`src/hdl/kbb_sqrt.sv`:
```
// Pipelined floor square root of a Q.2W value, two result bits per stage.
`default_nettype none

module kbb_sqrt #(
  parameter int FRAC_BITS = 16,
  parameter int SW        = 1
) (
  input  wire logic                   clk,
  input  wire logic                   rst_n,
  input  wire logic                   en,
  input  wire logic                   in_valid,
  input  wire logic [2*FRAC_BITS:0]   val,
  input  wire logic [SW-1:0]          in_side,
  output logic                        out_valid,
  output logic [FRAC_BITS:0]          root,
  output logic [SW-1:0]               out_side
);

  localparam int W     = FRAC_BITS;
  localparam int PADW  = 2 * W + 2;
  localparam int NSTEP = W + 1;
  localparam int SPS   = 2;
  localparam int NST   = (NSTEP + SPS - 1) / SPS;
  localparam int RW    = W + 4;
  localparam int ROW   = W + 1;

  logic            s_valid [NST+1];
  logic [PADW-1:0] s_val   [NST+1];
  logic [RW-1:0]   s_rem   [NST+1];
  logic [ROW-1:0]  s_root  [NST+1];
  logic [SW-1:0]   s_side  [NST+1];

  assign s_valid[0] = in_valid;
  assign s_val[0]   = {1'b0, val};
  assign s_rem[0]   = '0;
  assign s_root[0]  = '0;
  assign s_side[0]  = in_side;

  for (genvar g = 0; g < NST; g++) begin : g_stage
    logic            valid_r;
    logic [PADW-1:0] val_r;
    logic [PADW-1:0] val_nxt;
    logic [RW-1:0]   rem_r;
    logic [RW-1:0]   rem_nxt;
    logic [ROW-1:0]  root_r;
    logic [ROW-1:0]  root_nxt;
    logic [SW-1:0]   side_r;

    always_comb begin
      logic [PADW-1:0] v;
      logic [RW-1:0]   r;
      logic [ROW-1:0]  rt;
      logic [RW-1:0]   trial;
      v  = s_val[g];
      r  = s_rem[g];
      rt = s_root[g];
      for (int j = 0; j < SPS; j++) begin
        if (g * SPS + j < NSTEP) begin
          r     = {r[RW-3:0], v[PADW-1:PADW-2]};
          v     = {v[PADW-3:0], 2'b00};
          trial = RW'({rt, 2'b01});
          if (r >= trial) begin
            r  = r - trial;
            rt = {rt[ROW-2:0], 1'b1};
          end else begin
            rt = {rt[ROW-2:0], 1'b0};
          end
        end
      end
      val_nxt  = v;
      rem_nxt  = r;
      root_nxt = rt;
    end

    always_ff @(posedge clk) begin
      if (!rst_n) begin
        valid_r <= 1'b0;
      end else if (en) begin
        valid_r <= s_valid[g];
      end
    end

    always_ff @(posedge clk) begin
      if (en) begin
        val_r  <= val_nxt;
        rem_r  <= rem_nxt;
        root_r <= root_nxt;
        side_r <= s_side[g];
      end
    end

    assign s_valid[g+1] = valid_r;
    assign s_val[g+1]   = val_r;
    assign s_rem[g+1]   = rem_r;
    assign s_root[g+1]  = root_r;
    assign s_side[g+1]  = side_r;
  end

  assign out_valid = s_valid[NST];
  assign root      = s_root[NST];
  assign out_side  = s_side[NST];

endmodule

`default_nettype wire

```
`config.mk`:
```
export PLATFORM = sky130hd
export DESIGN_NAME = kbb_sqrt
export DESIGN_NICKNAME = d
export VERILOG_FILES = /design/src/hdl/kbb_sqrt.sv
export SDC_FILE = /design/constraint.sdc
export NUM_CORES = 1
export LEC_CHECK = 0
export BUFFER_PORTS_ARGS = -buffer_cell sky130_fd_sc_hd__buf_2
export CORE_ASPECT_RATIO = 0.75
export CORE_MARGIN = 3
export CORE_UTILIZATION = 40
export CTS_BUF_LIST = sky130_fd_sc_hd__clkbuf_2
export DETAILED_ROUTE_END_ITERATION = 16
export PLACE_DENSITY_LB_ADDON = 0.3
export SETUP_SLACK_MARGIN = 0.3
export SYNTH_ARGS = -nofsm -noshare
export SYNTH_HDL_FRONTEND = slang
export SYNTH_SLANG_ARGS = --single-unit
```
`constraint.sdc`:
```
create_clock -name clk -period 8.2 [get_ports clk]
set_input_delay 1.64 -clock clk [delete_from_list [all_inputs] [get_ports clk]]
set_output_delay 1.64 -clock clk [all_outputs]
set_load 0.1 [all_outputs]
```
### Yosys cells after proc, flatten, opt, wreduce, memory -nomap -nowiden

Index checks and enable logic that the tools add are counted.

* input bits: 38
* bits in registers: 379

* add/sub/neg operators: 16
* mux-type cells: 33
* $lt $le $gt $ge: 17

Operator list (count)
* two-way mux 18 bit: 16
* greater-or-equal comparator 20 x 10 -> 1 bit: 1
* greater-or-equal comparator 20 x 11 -> 1 bit: 1
* greater-or-equal comparator 20 x 12 -> 1 bit: 1
* greater-or-equal comparator 20 x 13 -> 1 bit: 1
* greater-or-equal comparator 20 x 14 -> 1 bit: 1
* greater-or-equal comparator 20 x 15 -> 1 bit: 1
* greater-or-equal comparator 20 x 16 -> 1 bit: 1
* greater-or-equal comparator 20 x 17 -> 1 bit: 1
* greater-or-equal comparator 20 x 18 -> 1 bit: 1
* greater-or-equal comparator 20 x 3 -> 1 bit: 1
* greater-or-equal comparator 20 x 4 -> 1 bit: 1
* greater-or-equal comparator 20 x 5 -> 1 bit: 1
* greater-or-equal comparator 20 x 6 -> 1 bit: 1
* greater-or-equal comparator 20 x 7 -> 1 bit: 1
* greater-or-equal comparator 20 x 8 -> 1 bit: 1
* greater-or-equal comparator 20 x 9 -> 1 bit: 1
* subtractor 18 x 10 -> 18 bit: 1
* subtractor 18 x 11 -> 18 bit: 1
* subtractor 18 x 12 -> 18 bit: 1
* subtractor 18 x 13 -> 18 bit: 1
* subtractor 18 x 14 -> 18 bit: 1
* subtractor 18 x 15 -> 18 bit: 1
* subtractor 18 x 16 -> 18 bit: 1
* 11 further kinds: 27

### Logic depth before layout (Yosys ltp)

Gate-level depths: netlist (run 1).

* word-level depth: 4
* gate-level depth with buffers: 25
* gate-level depth less buffers: 21

### Least setup slack after synthesis (run 1)

No wires, ideal clock.

* kind: register to register
* from: register g_stage[6].rem_r[7]
* to: register g_stage[7].rem_r[10] (data pin)
* period minus slack after synthesis: 4985 ps
* data arrival time: 4723 ps
* data required time: 7938 ps
* setup slack: 3215 ps
* cell stages (with the launch flop): 23
* path buffers: 4
* library setup time: 262 ps
* cells stage by stage: edfxtp_1 ha_1 a21oi_1 nor2_1 a211oi_1 a21oi_2 nand2b_1 buf_2 inv_2 clkbuf_1 buf_1 o21ai_0 ha_1 nand2_1 o21ai_1 a211oi_1 o21ai_0 a211oi_1 o21ai_0 a21oi_1 o2111a_1 buf_4 mux2_1

* longest elaborated chain between the ends: 4
* elaborated cells between the ends (all ways): 7
* classes of those cells: add/sub (2); order compare (2); mux (3)

RTL lines
* start, declared: RTL line 43 `logic [RW-1:0] rem_r;`
* start signal, assigned: RTL line 86 `rem_r <= rem_nxt;`
* greater-or-equal comparator 20 x 16 -> 1 bit or subtractor 18 x 16 -> 18 bit (tied branches): RTL line 62, 63
* two-way mux 18 bit or two-way mux 1 bit (tied branches): RTL line 62 `if (r >= trial) begin`
* subtractor 18 x 17 -> 18 bit or greater-or-equal comparator 20 x 17 -> 1 bit (tied branches): RTL line 63, 62
* two-way mux 18 bit (*): RTL line 62
* net g_stage[7].$10.r[10]: RTL line 51 `logic [RW-1:0] r;`
* end signal, assigned: RTL line 86
* end, declared: RTL line 43

Mark *: on every way through the listed nets, which the timed path passes. The rest lies on a longest branch.
A chain may end at the register's enable or synchronous reset.

### Worst setup path in the final report (run 1)

* from: register g_stage[6].val_r[32]
* to: register g_stage[7].rem_r[13] (data pin)

* longest elaborated chain between the ends: 4
* elaborated cells between the ends (all ways): 7
* classes of those cells: add/sub (2); order compare (2); mux (3)

RTL lines
* start, declared: RTL line 41 `logic [PADW-1:0] val_r;`
* start signal, assigned: RTL line 85 `val_r <= val_nxt;`
* subtractor 18 x 16 -> 18 bit or greater-or-equal comparator 20 x 16 -> 1 bit (tied branches): RTL line 63, 62
* two-way mux 18 bit or two-way mux 1 bit (tied branches): RTL line 62
* subtractor 18 x 17 -> 18 bit or greater-or-equal comparator 20 x 17 -> 1 bit (tied branches): RTL line 63, 62
* two-way mux 18 bit (*): RTL line 62
* net g_stage[7].$10.r[13]: RTL line 51

Marked as above.

==> results of run 1 <==
metrics by stage:
step                      utilization, %  total power, W  area (µm²)  instances
final                               44.5         0.00683       23900       2941
after global routing                44.5         0.00736       23900       2941
after CTS                           44.5         0.00686       23800       2936
after detailed placement            42.9         0.00555       23000       2770
after global placement              42.9         0.00550       23000       2770
after floorplan                        -         0.00484       22000       2036
where the power goes:
part / leakage (nW) / internal, W / switching, W
sequential: 3.49 / 0.00250 / 0.000212
combinational: 5.41 / 0.00114 / 0.00170
clock: 0.643 / 0.000477 / 0.000790
total: 9.53 / 0.00413 / 0.00270
worst max-delay path, stage by stage (launching register included):
cell       delay, ps
edfxtp_1         500
inv_1            100
ha_1             230
nand2b_1         210
a2111oi_2        480
o21ai_1          260
a21oi_2          260
nand2b_1         620
inv_2            370
o21ai_0          310
ha_1             350
a21oi_1          260
o21ai_1          130
a211oi_1         280
o21ai_0          180
a211oi_1         250
o21ai_0          150
a21oi_1          170
o2111a_1         830
mux2_1           390
cells in the mapped netlist (all sizes together) (22+ instances only):
cell	n	area share [%]
inv	157	2.7
buf	22	0.62
mux2	30	1.5
o21ai	128	2.9
xor2	75	3.0
nor3	44	1.1
edfxtp	357	49
nand2b	32	0.91
nor2	168	2.9
nand3	55	1.3
xnor2	105	4.2
nor2b	27	0.77
a21oi	163	3.7
ha	166	9.5
nand2	145	2.5
a21o	37	1.3
nand4	23	0.66
metal layers:
metal	part of all wire (%)	global-route usage [%]
met1	52	26.8
met2	40	23.5
met3	7.2	4.67
met4	1.7	5.17
met5	0	0
area by class of cell:
cell class                      instances  area, µm²
Fill cell                            5067      29800
Clock buffer                          130        651
Tap cell                              712        891
Inverter                              157        592
Multi-Input combinational cell       1475      10300
Sequential cell                       366      10900
Clock inverter                         36        201
Timing Repair Buffer                   60        333
Antenna cell                            5       12.5
worst paths after layout:
| check | from | end | slack (ps) | depth (start not counted) |
|---|---|---|---|---|
| worst max-delay path | g_stage[6].val_r[32] | g_stage[7].rem_r[13] | 1540 | 19 |
| worst min-delay path | g_stage[5].val_r[28] | g_stage[6].val_r[32] | 390 | 0 |
| worst max register to register | g_stage[6].val_r[32] | g_stage[7].rem_r[13] | 1540 | 19 |
| worst min register to register | g_stage[5].val_r[28] | g_stage[6].val_r[32] | 390 | 0 |
placed cells by master (no fill, tap or decap), types with 9 or more instances in the layout:
| master | instances |
|---|---|
| nand2_1 | 144 |
| clkinv_1 | 21 |
| nand3_1 | 53 |
| or3_1 | 14 |
| o21bai_1 | 12 |
| a211oi_1 | 16 |
| buf_2 | 55 |
| mux2i_1 | 20 |
| or4_1 | 12 |
| nand2b_1 | 32 |
| a31oi_1 | 16 |
| and3_1 | 12 |
| nand4_1 | 23 |
| a21o_1 | 37 |
| edfxtp_1 | 357 |
| clkbuf_2 | 130 |
| ha_1 | 166 |
| inv_1 | 149 |
| a21oi_1 | 162 |
| nor2_1 | 167 |
| o21a_1 | 19 |
| mux2_1 | 26 |
| xor2_1 | 74 |
| dfxtp_1 | 9 |
| xnor2_1 | 104 |
| o21ai_1 | 41 |
| and4_1 | 11 |
| nor3_1 | 42 |
| nand3b_1 | 10 |
| o21ai_0 | 87 |
| nor2b_1 | 27 |
| nor4_1 | 11 |
cells by family (layout without fill, tap and decap cells):
group                      count (synthesis)  in the layout  share of synthesized area, %
and+or+nand+nor                          608            608                          14.2
AOI/OAI and AO/OA                        471            471                          13.5
DFF                                      366            366                          49.6
buffers and inverters                    195            383                          3.59
xor gates and xnor gates                 180            180                          7.25
adders and majority gates                166            166                          9.46
muxes                                     50             50                          2.45
other                                      0              5                             0
sequential cells by signal (all words and copies together), names as in the netlist:
| register | count |
|---|---|
| out_valid | 1 |
| g_stage.valid_r | 8 |
| g_stage.val_r | 128 |
| out_side | 1 |
| g_stage.root_r | 72 |
| root | 17 |
| g_stage.side_r | 8 |
| g_stage.rem_r | 131 |
==> summary.md, run 1 <==
| Metric | Value |
|---|---|
| Status | finished, final reports clean |
| Worst slew margin | 17.1% |
| Worst-Margin Slew | 1240 ps |
| Pre-Repair DR Iteration Count | 7 |
| Period utilisation layout | 81.2% |
| Ys flop type | edfxtp_1 |
| CTS tree | built |
| IO Pins | 57 |
| CTS Root Cell | clkbuf_2 |
| Worst EP arrival | 7480 ps |
| Distinct cell type count after synthesis | 101 |
| Endpoints failing hold | 0 |
| Bufs on Longest Clock Path | 3 |
| Pin count of the biggest net entering global routing | 140 |
| Post-synth EDFFs | 357 |
| Sum Neg Setup Slack | 0 ps |
| Post-synth ARST share | 0% |
| Core Rows | 73 |
| Mapped cell area | 22000 µm² |
| Clock sinks | 366 |
| Number of H-tree levels | 3 |
| Mapped Cells | 2036 |
| Port Buffer Count | 56 |
| Total track usage | 17.4% |
| NumNets Final | 2361 |
| ANT nets after route | 0 |
| Die H | 209 µm |
| Wire per inst | 17.3 µm |
| Post-CTS setup buffers | 0 |
| Area grow syn2layout | 8.61% |
| Max Cap Viol | 0 |
| Hold_ws | 385 ps |
| Layout cells sized above 1 | 11.4% |
| Num CTS Buffers | 97 |
| DP Wirelength | 37700 µm |
| Min Tclk post-route | 6660 ps |
| RSZ-0062 raised after global routing | no |
| Post-synthesis register bit count | 366 |
| Clk slew on worst S/H paths | 110 ps |
| Die area | 57800 µm² |
| DRT iter0 DRCs | 1318 |
| Critical Path RT | 9020 ps |
| Via density | 5.39 |
| Number of remaining DRC errors | 0 |
| Post-CTS Resized | 0 |
| Vias in the first global route | 15100 |
| Global route total overflow | 0 |
| Clk_skew | 96.3 ps |
| Antenna violations before repair | 2 |
| Pre-CTS setup slack | 1710 ps |
| Max Clk Rate | 150 MHz |
| Mean Syn Cell Area | 10.8 µm² |
| Setup CP Type | reg -> reg |
| Worst skew pair latency | 1150 ps |
| P_leak | 9.53 nW |
| Final Worst Setup Slack | 1540 ps |
| Max Transition Viols Final | 0 |
| Cts hold-fix bufs | 0 |
| Startpoint Class | register |
| Core area | 53600 µm² |
| Final wirelength | 50800 µm |
| Total via count after detailed routing | 15900 |
| First-pass GRT wire length | 81200 µm |
| Crit. End Element | register |
| Final setup violation count | 0 |
| Die width | 277 µm |
| Hold WC Path Type | reg -> reg |
| Synth Warn # | 0 |
| Crit path max fanout | 23 |
| Initial Util | 41.0% |
| Synth Net Count | 2240 |
| Global placement routability congestion | 0.892 |
| Max VDD drop | 0.122 mV |
| Register area share after synthesis | 49.6% |
| Ratio of total power to cell area | 286 nW/µm² |
(Power assumes the default switching activity.)
==> inputs of run 2 (changes only) <==
clock period = 6.47 ns   (was 8.2 ns; I/O delays follow)
==> summary.md, run 2 (synthesis gave the netlist of run 1 again) <==
| Metric | Value |
|---|---|
| Worst-Margin Slew | 927 ps (was 1240 ps) |
| Crit. End Element | register (unchanged) |
| Switch share | 39.2% (was 39.6%) |
| Endpoints failing hold | 0 (unchanged) |
| Max Cap Viol | 0 (unchanged) |
| Cts hold-fix bufs | 0 (unchanged) |
| Max Clk Rate | 180 MHz (was 150 MHz) |
| Pre-CTS setup slack | 1000 ps (was 1710 ps) |
| Final Worst Setup Slack | 911 ps (was 1540 ps) |
| Via density | 5.38 (was 5.39) |
| Status | finished, final reports clean (unchanged) |
| Number of H-tree levels | 3 (unchanged) |
| Crit-path max cell delay | 650 ps (was 830 ps) |
| Total track usage | 17.0% (was 17.4%) |
| Startpoint Class | register (unchanged) |
| Post-CTS setup buffers | 0 (unchanged) |
| Switching pwr | 0.00338 W (was 0.00270 W) |
| Core area | 53600 µm² (unchanged) |
| Cells along the critical path | inv_1, ha_1, a21oi_1, nor2_1, a211oi_1, a21oi_2, nand2b_1, inv_2, o21ai_0, ha_1, a21oi_1, o21ai_1, a211oi_1, o21ai_0, a211oi_1, o21ai_0, a21oi_1, o2111a_1, buf_4, mux2_1 (was inv_1, ha_1, nand2b_1, a2111oi_2, o21ai_1, a21oi_2, nand2b_1, inv_2, o21ai_0, ha_1, a21oi_1, o21ai_1, a211oi_1, o21ai_0, a211oi_1, o21ai_0, a21oi_1, o2111a_1, mux2_1) |
| Global placement routability congestion | 0.884 (was 0.892) |
| Setup CP Type | reg -> reg (unchanged) |
| Sequential fraction of design power | 40.0% (was 39.8%) |
| Clock sinks | 366 (unchanged) |
| Top flop regs | g_stage.rem_r: 131 flops, g_stage.val_r: 128 flops, g_stage.root_r: 72 flops (unchanged) |
| Sum Neg Setup Slack | 0 ps (unchanged) |
| Max VDD drop | 0.157 mV (was 0.122 mV) |
| Ratio of total power to cell area | 360 nW/µm² (was 286 nW/µm²) |
| CTS Root Cell | clkbuf_2 (unchanged) |
| Total via count after detailed routing | 15800 (was 15900) |
| Final setup violation count | 0 (unchanged) |
| ANT nets after route | 0 (unchanged) |
| Clk_skew | 109 ps (was 96.3 ps) |
| Worst EP arrival | 6380 ps (was 7480 ps) |
| Max reg flops | 131 (unchanged) |
| Post-CTS Resized | 0 (unchanged) |
| Hold WC Path Type | reg -> reg (unchanged) |
| Bufs and invs on worst path | 3 (was 2) |
| Num CTS Buffers | 92 (was 97) |
| Top Family by Delay on Critical Path | compound AO/OA/AOI/OAI gates (unchanged) |
| DP Wirelength | 36600 µm (was 37700 µm) |
| RSZ-0062 raised after global routing | no (unchanged) |
| Clk slew on worst S/H paths | 130 ps (was 110 ps) |
| Pin count of the biggest net entering global routing | 152 (was 140) |
| Area after DPL | 23100 µm² (was 23000 µm²) |
| Top reg by flops | g_stage.rem_r (unchanged) |
| Die area | 57800 µm² (unchanged) |
| Global route total overflow | 0 (unchanged) |
| Port Buffer Count | 56 (unchanged) |
| DRT iter0 DRCs | 1419 (was 1318) |
| First-pass GRT wire length | 79500 µm (was 81200 µm) |
| Placed Cells | 2783 (was 2770) |
| P_leak | 9.58 nW (was 9.53 nW) |
| Pwr Total | 0.00862 W (was 0.00683 W) |
| Crit path max fanout | 23 (unchanged) |
| Critical path's slowest cell | a211oi_1 (was o2111a_1) |
| Final wirelength | 49900 µm (was 50800 µm) |
| Initial Util | 41.0% (unchanged) |
| Comb pwr share | 42.0% (was 41.6%) |
| CTS tree | built (unchanged) |
| Clock power share | 18.1% (was 18.6%) |
| Die width | 277 µm (unchanged) |
| Core Rows | 73 (unchanged) |
| NumNets Final | 2369 (was 2361) |
| Period utilisation layout | 85.9% (was 81.2%) |
| Layout cells sized above 1 | 11.7% (was 11.4%) |
| Antenna violations before repair | 3 (was 2) |
| Worst skew pair latency | 1090 ps (was 1150 ps) |
| Layout Cell Area excl Fill | 23900 µm² (about the same) |
| Critical Path RT | 7290 ps (was 9020 ps) |
| Vias in the first global route | 15000 (was 15100) |
| IO Pins | 57 (unchanged) |
| Post-Layout Cell Count | 2947 (was 2941) |
| Pre-Repair DR Iteration Count | 5 (was 7) |
| Bufs on Longest Clock Path | 3 (unchanged) |
| Worst slew margin | 38.2% (was 17.1%) |
| Die H | 209 µm (unchanged) |
| Most frequent cells in the layout | edfxtp_1, nor2_1, ha_1, a21oi_1, inv_1 (unchanged) |
| P_int | 0.00524 W (was 0.00413 W) |
| Max Transition Viols Final | 0 (unchanged) |
| Wire per inst | 16.9 µm (was 17.3 µm) |
| Area grow syn2layout | 8.94% (was 8.61%) |
| Min Tclk post-route | 5560 ps (was 6660 ps) |
| Commonest non-fill, non-tap cell in the layout | edfxtp_1 (unchanged) |
| Number of remaining DRC errors | 0 (unchanged) |
==> run 2: cell count changes in the layout (fill, tap and decap cells not counted) <==
| cell | before | now |
|---|---|---|
| buf_12 | 1 | 2 |
| buf_4 | 3 | 15 |
| clkbuf_2 | 130 | 129 |
| clkinv_1 | 21 | 19 |
| clkinv_2 | 7 | 4 |
| clkinv_4 | 0 | 1 |
| clkinvlp_4 | 1 | 0 |
| inv_8 | 1 | 0 |
==> run 2: final cells by class <==
type	instances	area [µm²]
diodes	5	12.5
clock buffers	129	646
clock inverters	30	169
fillers	5024	29700
inverters	157	592
multi-input cells	1475	10300
flip-flops and latches	366	10900
well taps	712	891
repair buffers	73	443
==> run 2: worst reg2reg max path, delay by kind of cell, from the launching register on <==
family	cells	cell delay (ps)
AO/OA/AOI/OAI	12	2830
adder cells (fa/ha/maj)	2	690
flip-flops	1	430
buffers and inverters	3	710
multiplexers	1	360
AND/OR/NAND/NOR	2	290
==> run 2: path summary, 6_finish.rpt <==
kind              cells after the start                   end  slack, ps            startpoint
setup / recovery                     20   g_stage[7].rem_r[6]        910  g_stage[6].root_r[7]
hold / removal                        0  g_stage[2].val_r[27]        390  g_stage[1].val_r[23]
setup reg to reg                     20   g_stage[7].rem_r[6]        910  g_stage[6].root_r[7]
hold reg to reg                       0  g_stage[2].val_r[27]        390  g_stage[1].val_r[23]
==> run 2: power by group through the flow <==
stage | Combinational [W] | Sequential, W | Clock (W)
5_1_grt | 0.00403 | 0.00349 | 0.00177
3_3_place_gp | 0.00349 | 0.00349 | 0
4_1_cts | 0.00358 | 0.00344 | 0.00165
6_report | 0.00361 | 0.00344 | 0.00156
3_5_place_dp | 0.00355 | 0.00349 | 0
2_1_floorplan | 0.00270 | 0.00343 | 0
==> run 2: layer usage <==
metal  vias up  wire (µm)  GRT usage (%)
met1      7433      25700           26.5
met5         -          0              0
met4         0        904           4.70
met3        80       3490           4.12
li1       7836          -              -
met2       493      19800           23.2
==> run 2: through the flow <==
stage          hold WS [ps]  util [%]
2_1_floorplan           400         -
3_3_place_gp            400      43.1
3_5_place_dp            405      43.1
4_1_cts                 233      44.6
5_1_grt                 190      44.6
6_report                386      44.6
